===== src/rtl/core/dnc_pkg.sv =====
`default_nettype none

package dnc_pkg;

  localparam int MAX_DIGITS = 16;
  localparam int MANT_W     = 64;
  localparam int EXP_W      = 9;
  localparam int CNT_W      = 5;
  localparam int CHAR_W     = 8;

  localparam logic [CHAR_W-1:0] CH_POINT = 8'h2E;
  localparam logic [CHAR_W-1:0] CH_ZERO  = 8'h30;
  localparam logic [CHAR_W-1:0] CH_NINE  = 8'h39;

  localparam logic signed [EXP_W-1:0] EXP_MAX = 9'sd128;
  localparam logic signed [EXP_W-1:0] EXP_MIN = -9'sd128;

  localparam logic [CNT_W-1:0] SIG_DIGITS_RESET = 5'd4;

  typedef enum logic [1:0] {
    MODE_INT_ZEROS   = 2'd0,
    MODE_FRAC_ZEROS  = 2'd1,
    MODE_INT_DIGITS  = 2'd2,
    MODE_FRAC_DIGITS = 2'd3
  } scan_mode_t;

  typedef struct packed {
    logic [CHAR_W-1:0] code;
    logic              last;
  } char_t;

  typedef struct packed {
    logic valid;
    logic last;
  } step_t;

  typedef struct packed {
    logic [MANT_W-1:0]       mantissa;
    logic signed [EXP_W-1:0] exponent;
  } number_t;

  function automatic logic [CNT_W-1:0] digit_limit(input logic [CNT_W-1:0] sig);
    logic [CNT_W-1:0] lim;
    lim = sig;
    if (sig == '0) begin
      lim = CNT_W'(1);
    end else if (sig > CNT_W'(MAX_DIGITS)) begin
      lim = CNT_W'(MAX_DIGITS);
    end
    return lim;
  endfunction

endpackage

`default_nettype wire


===== src/rtl/core/dnc_char_if.sv =====
`default_nettype none

interface dnc_char_if import dnc_pkg::*; ();
  logic              valid;
  logic              ready;
  logic [CHAR_W-1:0] char_code;
  logic              last_char;

  modport source (output valid, output char_code, output last_char, input ready);
  modport sink (input valid, input char_code, input last_char, output ready);
endinterface

`default_nettype wire


===== src/rtl/core/dnc_result_if.sv =====
`default_nettype none

interface dnc_result_if import dnc_pkg::*; ();
  logic                    valid;
  logic                    ready;
  logic [MANT_W-1:0]       mantissa_a;
  logic [MANT_W-1:0]       mantissa_b;
  logic signed [EXP_W-1:0] exponent_a;
  logic signed [EXP_W-1:0] exponent_b;
  logic                    equal;

  modport source (output valid, output mantissa_a, output mantissa_b, output exponent_a,
                  output exponent_b, output equal, input ready);
  modport sink (input valid, input mantissa_a, input mantissa_b, input exponent_a,
                input exponent_b, input equal, output ready);
endinterface

`default_nettype wire


===== src/rtl/core/dnc_scanner.sv =====
`default_nettype none

module dnc_scanner import dnc_pkg::*; (
  input  logic             clk,
  input  logic             rst,
  input  logic             step,
  input  char_t            cur,
  input  logic [CNT_W-1:0] sig_digits,
  output number_t          number
);

  scan_mode_t              mode;
  scan_mode_t              mode_next;
  logic signed [EXP_W-1:0] exp_acc;
  logic signed [EXP_W-1:0] exp_acc_next;
  logic [CNT_W-1:0]        taken;
  logic [CNT_W-1:0]        taken_next;
  logic [MANT_W-1:0]       mant;
  logic [MANT_W-1:0]       mant_next;
  logic                    take;
  logic                    is_digit;
  logic [3:0]              dig;
  logic [CHAR_W-1:0]       offset;

  assign is_digit = (cur.code >= CH_ZERO) && (cur.code <= CH_NINE);
  assign offset   = cur.code - CH_ZERO;
  assign dig      = offset[3:0];

  always_comb begin
    mode_next    = mode;
    exp_acc_next = exp_acc;
    taken_next   = taken;
    mant_next    = mant;
    take         = 1'b0;
    if (cur.code == CH_POINT) begin
      unique case (mode)
        MODE_INT_ZEROS:  mode_next = MODE_FRAC_ZEROS;
        MODE_INT_DIGITS: mode_next = MODE_FRAC_DIGITS;
        default: ;
      endcase
    end else if (is_digit) begin
      unique case (mode)
        MODE_INT_ZEROS: begin
          if (dig != 4'd0) begin
            mode_next = MODE_INT_DIGITS;
            take      = 1'b1;
            if (exp_acc < EXP_MAX) begin
              exp_acc_next = exp_acc + 9'sd1;
            end
          end
        end
        MODE_FRAC_ZEROS: begin
          if (dig == 4'd0) begin
            if (exp_acc > EXP_MIN) begin
              exp_acc_next = exp_acc - 9'sd1;
            end
          end else begin
            mode_next = MODE_FRAC_DIGITS;
            take      = 1'b1;
          end
        end
        MODE_INT_DIGITS: begin
          take = 1'b1;
          if (exp_acc < EXP_MAX) begin
            exp_acc_next = exp_acc + 9'sd1;
          end
        end
        default: begin
          take = 1'b1;
        end
      endcase
    end

    // The new digit goes into the nibble just below those already taken.
    if (take && (taken < digit_limit(sig_digits))) begin
      for (int i = 0; i < MAX_DIGITS; i++) begin
        if (taken == CNT_W'(i)) begin
          mant_next[MANT_W-4-4*i +: 4] = dig;
        end
      end
      taken_next = taken + CNT_W'(1);
    end

    if ((mode_next == MODE_INT_DIGITS) || (mode_next == MODE_FRAC_DIGITS)) begin
      number.mantissa = mant_next;
      number.exponent = exp_acc_next;
    end else begin
      number.mantissa = '0;
      number.exponent = '0;
    end
  end

  always_ff @(posedge clk) begin
    if (rst) begin
      mode    <= MODE_INT_ZEROS;
      exp_acc <= '0;
      taken   <= '0;
      mant    <= '0;
    end else if (step) begin
      if (cur.last) begin
        mode    <= MODE_INT_ZEROS;
        exp_acc <= '0;
        taken   <= '0;
        mant    <= '0;
      end else begin
        mode    <= mode_next;
        exp_acc <= exp_acc_next;
        taken   <= taken_next;
        mant    <= mant_next;
      end
    end
  end

endmodule

`default_nettype wire


===== src/rtl/core/dnc_pair.sv =====
`default_nettype none

module dnc_pair import dnc_pkg::*; (
  input  logic    clk,
  input  logic    rst,
  input  step_t   req,
  input  number_t number,
  output logic    advance,
  dnc_result_if.source out_ch
);

  logic                    second_operand;
  logic [MANT_W-1:0]       held_mantissa;
  logic signed [EXP_W-1:0] held_exponent;
  logic                    out_valid;
  logic                    finish;
  logic                    emit;

  assign finish  = req.valid && req.last;
  assign emit    = finish && second_operand;
  assign advance = !emit || !out_valid || out_ch.ready;

  assign out_ch.valid = out_valid;

  always_ff @(posedge clk) begin
    if (rst) begin
      second_operand <= 1'b0;
      held_mantissa  <= '0;
      held_exponent  <= '0;
      out_valid      <= 1'b0;
    end else begin
      if (finish && advance) begin
        if (!second_operand) begin
          held_mantissa  <= number.mantissa;
          held_exponent  <= number.exponent;
          second_operand <= 1'b1;
        end else begin
          second_operand <= 1'b0;
        end
      end
      if (emit && advance) begin
        out_valid <= 1'b1;
      end else if (out_ch.ready) begin
        out_valid <= 1'b0;
      end
    end
  end

  always_ff @(posedge clk) begin
    if (emit && advance) begin
      out_ch.mantissa_a <= held_mantissa;
      out_ch.mantissa_b <= number.mantissa;
      out_ch.exponent_a <= held_exponent;
      out_ch.exponent_b <= number.exponent;
      out_ch.equal      <= (held_mantissa == number.mantissa) &&
                           (held_exponent == number.exponent);
    end
  end

endmodule

`default_nettype wire


===== src/rtl/core/decimal_normalize_compare_unit.sv =====
// Timing: the final character of the second number is taken into the input register when
// accepted, and the result register loads when that character steps out of the input register.
// Throughput: one character per cycle; input stalls only while a result waits unaccepted
// in the result register and the input register holds the end of the next second number.
// Reset: sig_digits returns to 4, the scan state, held first number and result valid clear.
`default_nettype none

module decimal_normalize_compare_unit import dnc_pkg::*; (
  input  logic             clk,
  input  logic             rst,
  input  logic             cfg_wr_en,
  input  logic [CNT_W-1:0] cfg_wr_data,
  dnc_char_if.sink         in_ch,
  dnc_result_if.source     out_ch
);

  logic [CNT_W-1:0] sig_digits;
  logic             s1_valid;
  char_t            s1_char;
  logic             advance;
  logic             step;
  step_t            req;
  number_t          number;

  always_ff @(posedge clk) begin
    if (rst) begin
      sig_digits <= SIG_DIGITS_RESET;
    end else if (cfg_wr_en) begin
      sig_digits <= cfg_wr_data;
    end
  end

  assign in_ch.ready = !s1_valid || advance;
  assign step        = s1_valid && advance;
  assign req.valid   = s1_valid;
  assign req.last    = s1_char.last;

  always_ff @(posedge clk) begin
    if (rst) begin
      s1_valid <= 1'b0;
    end else if (in_ch.valid && in_ch.ready) begin
      s1_valid <= 1'b1;
    end else if (advance) begin
      s1_valid <= 1'b0;
    end
  end

  always_ff @(posedge clk) begin
    if (in_ch.valid && in_ch.ready) begin
      s1_char.code <= in_ch.char_code;
      s1_char.last <= in_ch.last_char;
    end
  end

  dnc_scanner u_scanner (
    .clk        (clk),
    .rst        (rst),
    .step       (step),
    .cur        (s1_char),
    .sig_digits (sig_digits),
    .number     (number)
  );

  dnc_pair u_pair (
    .clk     (clk),
    .rst     (rst),
    .req     (req),
    .number  (number),
    .advance (advance),
    .out_ch  (out_ch)
  );

endmodule

`default_nettype wire


===== src/flat_wrapper.sv =====
// flat-port wrapper written by rule: the top's interface ports become plain ports
module decimal_normalize_compare_unit_flat import dnc_pkg::*;
  (clk, rst, cfg_wr_en, cfg_wr_data, in_ch_valid, in_ch_char_code, in_ch_last_char, in_ch_ready, out_ch_valid, out_ch_mantissa_a, out_ch_mantissa_b, out_ch_exponent_a, out_ch_exponent_b, out_ch_equal, out_ch_ready);
  dnc_char_if in_ch_i ();
  dnc_result_if out_ch_i ();
  input  logic clk;
  input  logic rst;
  input  logic cfg_wr_en;
  input  logic [CNT_W-1:0] cfg_wr_data;
  input wire logic [$bits(in_ch_i.valid)-1:0] in_ch_valid;
  input wire logic [$bits(in_ch_i.char_code)-1:0] in_ch_char_code;
  input wire logic [$bits(in_ch_i.last_char)-1:0] in_ch_last_char;
  output wire logic [$bits(in_ch_i.ready)-1:0] in_ch_ready;
  output wire logic [$bits(out_ch_i.valid)-1:0] out_ch_valid;
  output wire logic [$bits(out_ch_i.mantissa_a)-1:0] out_ch_mantissa_a;
  output wire logic [$bits(out_ch_i.mantissa_b)-1:0] out_ch_mantissa_b;
  output wire logic [$bits(out_ch_i.exponent_a)-1:0] out_ch_exponent_a;
  output wire logic [$bits(out_ch_i.exponent_b)-1:0] out_ch_exponent_b;
  output wire logic [$bits(out_ch_i.equal)-1:0] out_ch_equal;
  input wire logic [$bits(out_ch_i.ready)-1:0] out_ch_ready;
  assign in_ch_i.valid = in_ch_valid;
  assign in_ch_i.char_code = in_ch_char_code;
  assign in_ch_i.last_char = in_ch_last_char;
  assign in_ch_ready = in_ch_i.ready;
  assign out_ch_valid = out_ch_i.valid;
  assign out_ch_mantissa_a = out_ch_i.mantissa_a;
  assign out_ch_mantissa_b = out_ch_i.mantissa_b;
  assign out_ch_exponent_a = out_ch_i.exponent_a;
  assign out_ch_exponent_b = out_ch_i.exponent_b;
  assign out_ch_equal = out_ch_i.equal;
  assign out_ch_i.ready = out_ch_ready;
  decimal_normalize_compare_unit u_core (.clk(clk), .rst(rst), .cfg_wr_en(cfg_wr_en), .cfg_wr_data(cfg_wr_data), .in_ch(in_ch_i), .out_ch(out_ch_i));
endmodule

===== config.mk =====
export PLATFORM = sky130hd
export DESIGN_NAME = decimal_normalize_compare_unit_flat
export DESIGN_NICKNAME = d
export VERILOG_FILES = /design/src/rtl/core/dnc_pkg.sv /design/src/rtl/core/dnc_char_if.sv /design/src/rtl/core/dnc_result_if.sv /design/src/rtl/core/dnc_scanner.sv /design/src/rtl/core/dnc_pair.sv /design/src/rtl/core/decimal_normalize_compare_unit.sv /design/src/flat_wrapper.sv
export SDC_FILE = /design/constraint.sdc
export NUM_CORES = 1
export LEC_CHECK = 0
export ABC_AREA = 0
export BUFFER_PORTS_ARGS = -buffer_cell sky130_fd_sc_hd__buf_4
export CAP_MARGIN = 40
export CORE_MARGIN = 5
export CORE_UTILIZATION = 53
export DETAILED_ROUTE_END_ITERATION = 7
export PLACE_DENSITY_LB_ADDON = 0.08
export SKIP_LAST_GASP = 1
export SLEW_MARGIN = 20
export SYNTH_ARGS = -nofsm -noshare
export SYNTH_HDL_FRONTEND = slang
export SYNTH_SLANG_ARGS = --single-unit

===== constraint.sdc =====
create_clock -name clk -period 7.5 [get_ports clk]
set_input_delay 0.375 -clock clk [delete_from_list [all_inputs] [get_ports clk]]
set_output_delay 0.375 -clock clk [all_outputs]
set_load 0.005 [all_outputs]

==> metrics, run 1 <==
status=completed; Die Span X=172 µm; I/O Pins=168; max-cap viol count=0; H-tree levels=2; Clock Skew=19.1 ps; most common cell after layout, fill and taps aside=nand2_1; total CTS buffers=34; CP startpoint=u_core.s1_char[3]$_DFFE_PP_; die area=29,700 µm²; critical path fanouts, max=66; DRT iter0 DRCs=1,194; I/O Buffers=167; min-delay src=in_ch_last_char; peak supply drop=0.176 mV; Required @ worst endpoint=7850 ps; TritonRoute pass-1 iters=6; first-pass GRT wire length=63.0 mm; Chip Height=172 µm; highest-count cells in the layout ignoring fill and taps=216 x nand2_1, 177 x buf_4, 165 x nor2_1; Final Wtd Congestion=0.943; WP data arrival=5030 ps; Lkg Pwr=5.95 nW; DR WL/cell=22.2 µm; n_diodes=0; slew of the pin with the lowest slew margin=1040 ps; clock slew at reported path FFs=60 ps; vias in the first global route=10,800; Post-synth ARST share=0; CTS sink count=317; distinct cell type count after synthesis=75; Post-Syn Instances=1,393; Initial Utilization=0.537; gr ovfl total=0; max-slew violations=0; DRT Wirelength=42.0 mm; Setup Buffers After CTS=0; share of cells above drive strength 1=0.179; Tot Pwr=0.00376 W; antenna viol nets, final=0; Crit. End Element=register; Final setup viols=0; clk_lat worst skew=520 ps; core area=26,100 µm²; Via density=6.00; crit share post-route=0.623; critical path launch point type=register; initial antenna violation count=1; Core Rows=59; Power Density=226 nW/µm²; endpoints failing hold=0; Core Util, Final=0.639; fmax=214 MHz; Post-Place Cells=1,826; worst hold path type=in2reg; sequential-to-total area share from yosys stat=0.565; CTS tree=built; number of synthesized flops with an enable pin=156; Max clock buf depth=3; DP Wirelength=29.3 mm; Finished Layout Cells=1,889; YS warnings=0; Final min period=4670 ps; number of fill cells=2,124; hold_buf cts=0; ys flop type=dfxtp_1; syn_area_per_cell=10.0 µm²; Vias=11,300; Root Driver=clkbuf_16; Seq cells post-synth=317; post-route setup TNS=0 ps; largest net degree at the start of global routing=149; Resize count post-CTS=0; Post-Syn Nets=1,423; P&R area growth vs syn=19.0%; Total GRT Usage=0.276; RSZ-0062 raised after global routing=no; Post-Syn Area=14,000 µm²; number of remaining DRC errors=0; worst r2r src=u_core.s1_char[3]$_DFFE_PP_; CP Class=reg2reg; Slew headroom=0.310; Nets=1,558
==> through the flow <==
stage | hold slack, ps | instance area, µm² | setup WS (ps)
6_report | 45.8 | 16600 | 2830
5_1_grt | 29.3 | 16600 | 2690
2_1_floorplan | 430 | 14000 | 2400
4_1_cts | 41.9 | 16600 | 2840
3_5_place_dp | 444 | 15500 | 2840
3_3_place_gp | 440 | 15400 | 2890
==> registers in the layout (all words and copies together) (netlist names) <==
| register | flops |
|---|---|
| u_core.s1_char | 8 |
| u_core.u_pair.out_ch.exponent_b | 9 |
| u_core.u_pair.out_ch.mantissa_a | 64 |
| u_core.u_pair.held_exponent | 9 |
| u_core.u_pair.out_ch.exponent_a | 9 |
| u_core.u_scanner.mode | 2 |
| u_core.u_scanner.exp_acc | 9 |
| u_core.u_pair.out_ch.mantissa_b | 64 |
| u_core.u_scanner.taken | 5 |
| u_core.sig_digits | 5 |
| u_core.u_scanner.mant | 64 |
| u_core.s1_valid | 1 |
| u_core.u_pair.out_ch.equal | 1 |
| u_core.u_pair.out_ch.valid | 1 |
| u_core.u_pair.held_mantissa | 64 |
| u_core.req | 1 |
| u_core.u_pair.second_operand | 1 |
==> power breakdown <==
part,total (W),switching (W),internal [W]
registers,0.00185,0.0000224,0.00183
logic,0.000171,0.000117,0.0000540
clock network,0.00174,0.000692,0.00105
total,0.00376,0.000831,0.00293
==> synthesized netlist by cell type, types with 6 or more instances <==
cell type / instances / area, µm²
nand2_1: 216 / 811
nor2_1: 166 / 623
dfxtp_1: 161 / 3220
edfxtp_1: 156 / 4680
a21oi_1: 86 / 430
clkbuf_1: 61 / 229
a22oi_1: 49 / 368
inv_1: 40 / 150
mux2i_1: 38 / 380
nor3_1: 36 / 180
nand3_1: 34 / 170
xnor2_1: 30 / 263
o21ai_0: 29 / 145
nand4_1: 26 / 163
xor2_1: 20 / 175
a211oi_1: 17 / 128
a31oi_1: 12 / 75.1
nor4_1: 12 / 75.1
and2_1: 11 / 68.8
buf_2: 11 / 55.1
ha_1: 11 / 138
nor2b_1: 11 / 68.8
a21o_1: 10 / 75.1
o211ai_1: 9 / 67.6
o21ai_1: 9 / 45.0
and3_1: 8 / 50.1
buf_1: 8 / 30.0
mux2_2: 8 / 90.1
or3_1: 7 / 43.8
o2111ai_1: 6 / 52.6
==> cells by family (layout without fill, tap and decap cells) <==
group,Yosys count,count (layout),synth area share
buffers and inverters,129,290,0.0397
multiplexers,47,47,0.0344
adder cells (fa/ha/maj),11,11,0.00984
AO/OA/AOI/OAI,276,276,0.132
flip-flops,317,317,0.565
XOR/XNOR,50,50,0.0313
AND/OR/NAND/NOR,563,563,0.188
==> layer usage <==
layer,wire length [µm],GRT usage,vias to the layer above
met1,17900,0.386,5456
met5,0,0,-
met2,18500,0.419,525
met3,3900,0.0652,86
met4,1630,0.108,0
li1,-,-,5260
==> critical path, cell delays in order (launching register included) <==
cell,delay (ps)
edfxtp_1,630
or4_4,310
a31o_2,200
buf_4,550
nand2_1,580
mux2i_1,670
xnor2_1,190
nand2_1,130
a2111oi_0,730
nand4_1,200
nor4_2,280
==> final timing paths <==
check,to,slack [ps],cells past startpoint
max,u_core.u_pair.out_ch.equal$_DFFE_PP_,2830,10
min,u_core.req[0]$_DFFE_PP_,50,1
max reg2reg,u_core.u_pair.out_ch.equal$_DFFE_PP_,2830,10
min reg2reg,u_core.u_scanner.mant[53]$_SDFFE_PP0P_,450,2
==> layout make-up <==
cell class,instances,area (µm²),share of cell area
repair buffers,188,1460,0.0878
flip-flops and latches,317,7910,0.475
multi-input cells,947,5550,0.333
well taps,335,419,0.0252
clock buffers,43,915,0.0549
clock inverters,19,244,0.0147
inverters,40,150,0.00902
Power figures use the tool's default switching activity.
==> run 2, diff against run 1 <==
==> constraint.sdc (replaced) <==
create_clock -name clk -period 4.3 [get_ports clk]
set_input_delay 0.215 -clock clk [delete_from_list [all_inputs] [get_ports clk]]
set_output_delay 0.215 -clock clk [all_outputs]
set_load 0.005 [all_outputs]
==> metrics, run 2 (synthesized netlist as in run 1, its figures left out) <==
status=completed (unchanged); DRT iter0 DRCs=1,220 (was 1,194); WP data arrival=4440 ps (was 5030 ps); max-slew violations=0 (unchanged); P&R area growth vs syn=21.8% (was 19.0%); Core Util, Final=0.654 (was 0.639); DP Wirelength=30.6 mm (was 29.3 mm); fin area=17,000 µm² (was 16,600 µm²); I/O Buffers=167 (unchanged); die area=29,700 µm² (unchanged); I/O Pins=168 (unchanged); Total GRT Usage=0.278 (was 0.276); Die Span X=172 µm (unchanged); dpl cell area=15,800 µm² (was 15,500 µm²); first-pass GRT wire length=64.1 mm (was 63.0 mm); critical path launch point type=register (unchanged); antenna viol nets, final=0 (unchanged); peak supply drop=0.389 mV (was 0.176 mV); Chip Height=172 µm (unchanged); Max clock buf depth=3 (unchanged); Nets=1,609 (was 1,558); initial antenna violation count=0 (was 1); Lkg Pwr=6.14 nW (was 5.95 nW); max-cap viol count=0 (unchanged); most common cell after layout, fill and taps aside=nand2_1 (unchanged); crit path cell chain=inv_1, nand2_1, ha_1, nand4_1, a21oi_1, a211o_4, nor4_4, mux2i_1, a21oi_1, or3_1, a32oi_1, nand4_1, nor4_2 (was or4_4, a31o_2, buf_4, nand2_1, mux2i_1, xnor2_1, nand2_1, a2111oi_0, nand4_1, nor4_2); largest net degree at the start of global routing=71 (was 149); core area=26,100 µm² (unchanged); total CTS buffers=31 (was 34); Crit. End Element=register (unchanged); Power Density=364 nW/µm² (was 226 nW/µm²); slew of the pin with the lowest slew margin=827 ps (was 1040 ps); Initial Utilization=0.537 (unchanged); n_diodes=0 (unchanged); Slew headroom=0.449 (was 0.310); DR WL/cell=21.9 µm (was 22.2 µm); post-route setup TNS=0 ps (unchanged); clock slew at reported path FFs=70 ps (was 60 ps); clk_lat worst skew=570 ps (was 520 ps); Final setup viols=0 (unchanged); WP buf/inv=1 (unchanged); H-tree levels=1 (was 2); gr ovfl total=0 (unchanged); CP Class=reg2reg (unchanged); Final min period=4050 ps (was 4670 ps); TritonRoute pass-1 iters=8 (was 6); Required @ worst endpoint=4690 ps (was 7850 ps); worst hold path type=in2reg (unchanged); DRT Wirelength=42.6 mm (was 42.0 mm); highest-count cells in the layout ignoring fill and taps=216 x nand2_1, 209 x buf_4, 165 x nor2_1 (was 216 x nand2_1, 177 x buf_4, 165 x nor2_1); CTS sink count=317 (unchanged); Clock Skew=15.1 ps (was 19.1 ps); Via density=5.91 (was 6.00); Vias=11,500 (was 11,300); vias in the first global route=10,800 (about the same); Core Rows=59 (unchanged); Tot Pwr=0.00620 W (was 0.00376 W); Setup Buffers After CTS=0 (unchanged); CTS tree=built (unchanged); share of cells above drive strength 1=0.195 (was 0.179); hold slack final=40.2 ps (was 45.8 ps); RSZ-0062 raised after global routing=no (unchanged); endpoints failing hold=0 (unchanged); crit share post-route=0.942 (was 0.623); Root Driver=clkbuf_16 (unchanged); Slowest-stage cell, CP=nor4_4 (was a2111oi_0); critical path fanouts, max=13 (was 66); Final Wtd Congestion=0.973 (was 0.943); delay-heaviest family, CP=simple AND/OR/NAND/NOR gates (unchanged); number of remaining DRC errors=0 (unchanged); fmax=247 MHz (was 214 MHz); CP max stage delay=560 ps (was 730 ps)
run 2: cell count changes in the layout (fill, tap and decap cells not counted), moves of 2 or more:
cell / change
buf_12: +5
buf_2: -2
buf_4: +32
buf_6: +2
buf_8: -2
bufinv_16: -4
clkbuf_16: -2
clkinv_1: -2
clkinv_2: +4
clkinvlp_4: +2
dlygate4sd3_1: +21
inv_6: -2
run 2: final timing paths:
kind,cells after the start,to,start,slack (ps)
hold / removal,2,u_core.u_scanner.exp_acc[7]$_SDFFE_PP0P_,rst,40
hold reg to reg,2,u_core.u_scanner.mant[55]$_SDFFE_PP0P_,u_core.u_scanner.mant[55]$_SDFFE_PP0P_,460
setup / recovery,13,u_core.u_pair.out_ch.equal$_DFFE_PP_,u_core.sig_digits[4]$_SDFFE_PP0P_,250
setup reg to reg,13,u_core.u_pair.out_ch.equal$_DFFE_PP_,u_core.sig_digits[4]$_SDFFE_PP0P_,250
run 2: what timing repair did:
item	CTS	global route
hold endpoints to repair	16	0
gates resized for setup	0	0
hold buffers	21	0
run 2: area by class of cell:
cell class / count / area [µm²]
inverters: 40 / 150
clock inverters: 17 / 126
multi-input cells: 947 / 5550
clock buffers: 41 / 875
repair buffers: 242 / 2000
flip-flops and latches: 317 / 7910
well taps: 335 / 419
fillers: 2096 / 9020
run 2: worst reg2reg max path: cells and delay by family (launching register included):
kind,cells,cell delay [ps]
compound gates,4,1170
flops,1,330
simple gates,6,1550
buf+inv,1,120
mux,1,400
fa+ha+maj,1,310
run 2: routing by layer:
| layer | track usage | up-vias | routed length (µm) |
|---|---|---|---|
| li1 | - | 5367 | - |
| met1 | 0.408 | 5524 | 18500 |
| met2 | 0.443 | 521 | 19800 |
| met3 | 0.0384 | 50 | 3430 |
| met4 | 0.0595 | 0 | 838 |
| met5 | 0 | - | 0 |
run 2: power by group:
part / switching [W] / internal (W) / leakage, nW / total (W)
Combinational: 0.000214 / 0.000117 / 3.05 / 0.000332
Clock: 0.00115 / 0.00149 / 0.491 / 0.00265
Sequential: 0.0000336 / 0.00319 / 2.60 / 0.00322
Total: 0.00140 / 0.00480 / 6.14 / 0.00620
run 2: metrics by stage:
stage,worst slack (ps),std cells
3_3_place_gp,381,1854
2_1_floorplan,826,1393
5_1_grt,92.7,1939
6_report,250,1939
3_5_place_dp,322,1860
4_1_cts,267,1939
==> run 3, diff against run 2 <==
--- a/config.mk
+++ b/config.mk
@@ -6,11 +6,10 @@
 export NUM_CORES = 1
 export LEC_CHECK = 0
 export ABC_AREA = 0
-export BUFFER_PORTS_ARGS = -buffer_cell sky130_fd_sc_hd__buf_4
 export CAP_MARGIN = 40
-export CORE_MARGIN = 5
-export CORE_UTILIZATION = 53
+export CORE_UTILIZATION = 57
 export DETAILED_ROUTE_END_ITERATION = 7
+export DONT_BUFFER_PORTS = 1
 export PLACE_DENSITY_LB_ADDON = 0.08
 export SKIP_LAST_GASP = 1
 export SLEW_MARGIN = 20
==> metrics, run 3 (synthesized netlist as in run 1, its figures left out) <==
worst hold path type=in2reg (unchanged); DRT Wirelength=41.3 mm (was 42.6 mm); RSZ-0062 raised after global routing=no (unchanged); highest-count cells in the layout ignoring fill and taps=216 x nand2_1, 165 x nor2_1, 161 x dfxtp_1 (was 216 x nand2_1, 209 x buf_4, 165 x nor2_1); n_diodes=0 (unchanged); Slew headroom=0.409 (was 0.449); DRT iter0 DRCs=1,125 (was 1,220); Crit. End Element=register (unchanged); Sw Share=0.222 (was 0.226); Gate power share=0.049 (was 0.054); DR WL/cell=23.6 µm (was 21.9 µm); crit share post-route=0.961 (was 0.942); slew of the pin with the lowest slew margin=885 ps (was 827 ps); gr ovfl total=0 (unchanged); number of fill cells=1,822 (was 2,096); critical path launch point type=register (unchanged); I/O Buffers=0 (was 167); Required @ worst endpoint=4690 ps (about the same); Initial Utilization=0.589 (was 0.537); vias in the first global route=10,100 (was 10,800); Tot Pwr=0.00625 W (was 0.00620 W); Root Driver=clkbuf_16 (unchanged); antenna viol nets, final=0 (unchanged); Nets=1,440 (was 1,609); total CTS buffers=31 (unchanged); DP Wirelength=29.1 mm (was 30.6 mm); fmax=242 MHz (was 247 MHz); endpoints failing hold=0 (unchanged); P&R area growth vs syn=12.5% (was 21.8%); peak supply drop=0.326 mV (was 0.389 mV); Lkg Pwr=5.37 nW (was 6.14 nW); share of cells above drive strength 1=0.0983 (was 0.195); Power Density=397 nW/µm² (was 364 nW/µm²); status=completed (unchanged); Internal Power=0.00486 W (was 0.00480 W); CTS tree=built (unchanged); Final setup viols=0 (unchanged); Post-Place Cells=1,671 (was 1,860); Clk pwr share=0.435 (was 0.427); Max clock buf depth=3 (unchanged); CP Class=reg2reg (unchanged); CTS sink count=317 (unchanged); core area=23,800 µm² (was 26,100 µm²); max-slew violations=0 (unchanged); clk_lat worst skew=560 ps (was 570 ps); max-cap viol count=0 (unchanged); critical path fanouts, max=13 (unchanged); clock slew at reported path FFs=70 ps (about the same); reg-to-reg slack, setup=170 ps (was 250 ps); die area=25,200 µm² (was 29,700 µm²); Final Wtd Congestion=0.950 (was 0.973); I/O Pins=168 (unchanged); Total GRT Usage=0.330 (was 0.278); Clock Skew=13.0 ps (was 15.1 ps); post-route setup TNS=0 ps (unchanged); Chip Height=159 µm (was 172 µm); number of remaining DRC errors=0 (unchanged); Vias=10,800 (was 11,500); sequential share of power=0.516 (was 0.520); Psw=0.00139 W (was 0.00140 W); most common cell after layout, fill and taps aside=nand2_1 (unchanged); Die Span X=159 µm (was 172 µm); Finished Layout Cells=1,754 (was 1,939); WP data arrival=4520 ps (was 4440 ps); Final min period=4130 ps (was 4050 ps); Core Util, Final=0.663 (was 0.654); H-tree levels=1 (unchanged); largest net degree at the start of global routing=158 (was 71); Via density=6.16 (was 5.91); initial antenna violation count=0 (unchanged); first-pass GRT wire length=61.6 mm (was 64.1 mm); Core Rows=56 (was 59); TritonRoute pass-1 iters=6 (was 8)
-- run 3: cell count changes in the layout (fill, tap and decap cells not counted), sizes merged --
| cell | delta |
|---|---|
| buf | -170 |
| bufinv | +2 |
| clkbuf | +2 |
| clkdlybuf4s15 | +1 |
| clkinv | -3 |
| clkinvlp | -2 |
| inv | +1 |
-- run 3: path summary, 6_finish.rpt --
check	startpoint	to	cells past startpoint
worst max-delay path	u_core.sig_digits[4]$_SDFFE_PP0P_	u_core.u_pair.out_ch.equal$_DFFE_PP_	13
worst min-delay path	rst	u_core.u_scanner.mant[40]$_SDFFE_PP0P_	2
worst max register to register	u_core.sig_digits[4]$_SDFFE_PP0P_	u_core.u_pair.out_ch.equal$_DFFE_PP_	13
worst min register to register	u_core.u_scanner.mant[26]$_SDFFE_PP0P_	u_core.u_scanner.mant[26]$_SDFFE_PP0P_	2
-- run 3: metrics by stage --
| stage | setup WS (ps) | hold slack (ps) | cell area [µm²] |
|---|---|---|---|
| final | 170 | 92.5 | 15700 |
| after global routing | 9.05 | 154 | 15700 |
| after CTS | 44.6 | 158 | 15700 |
| after detailed placement | 73.2 | 295 | 14400 |
| after global placement | 27.1 | 295 | 14400 |
| after floorplan | 826 | 308 | 14000 |
-- run 3: power by group through the flow --
stage | Combinational [W] | Sequential, W | Clock (W)
6_report | 0.000305 | 0.00323 | 0.00272
5_1_grt | 0.000322 | 0.00323 | 0.00285
4_1_cts | 0.000295 | 0.00322 | 0.00273
3_5_place_dp | 0.000251 | 0.00329 | 0
3_3_place_gp | 0.000239 | 0.00329 | 0
2_1_floorplan | 0.000187 | 0.00327 | 0
-- run 3: what timing repair did --
action | CTS | global route
setup endpoints to repair | 0 | 1
hold buffers | 22 | 0
endpoints found under the hold margin | 166 | 0
gates resized for setup | 0 | 4
setup buffers | 0 | 3
-- run 3: metal layers --
metal | track usage | vias to the layer above | wire length, µm
li1 | - | 5022 | -
met1 | 0.464 | 5171 | 17900
met2 | 0.516 | 529 | 18500
met3 | 0.0558 | 75 | 3660
met4 | 0.106 | 0 | 1290
met5 | 0 | - | 0
-- run 3: critical path, stage by stage, from the launching register on --
cell and delay, ps:
dfxtp_1 320, inv_1 110, nand2_1 80, ha_1 320, nand4_1 100, a21oi_1 90, a211o_4 480, nor4_2 660
o32a_1 270, nand4b_1 100, or4_1 560, nor4_1 520, nand4_1 210, nor4_2 170
-- run 3: cell type report --
| class | count | area [µm²] | area share |
|---|---|---|---|
| inverter | 40 | 150 | 0.00954 |
| clock inverter | 15 | 159 | 0.0101 |
| clock buffer | 43 | 861 | 0.0547 |
| tap | 319 | 399 | 0.0254 |
| multi-input combinational | 947 | 5570 | 0.354 |
| timing repair buffer | 73 | 697 | 0.0443 |
| sequential | 317 | 7910 | 0.502 |
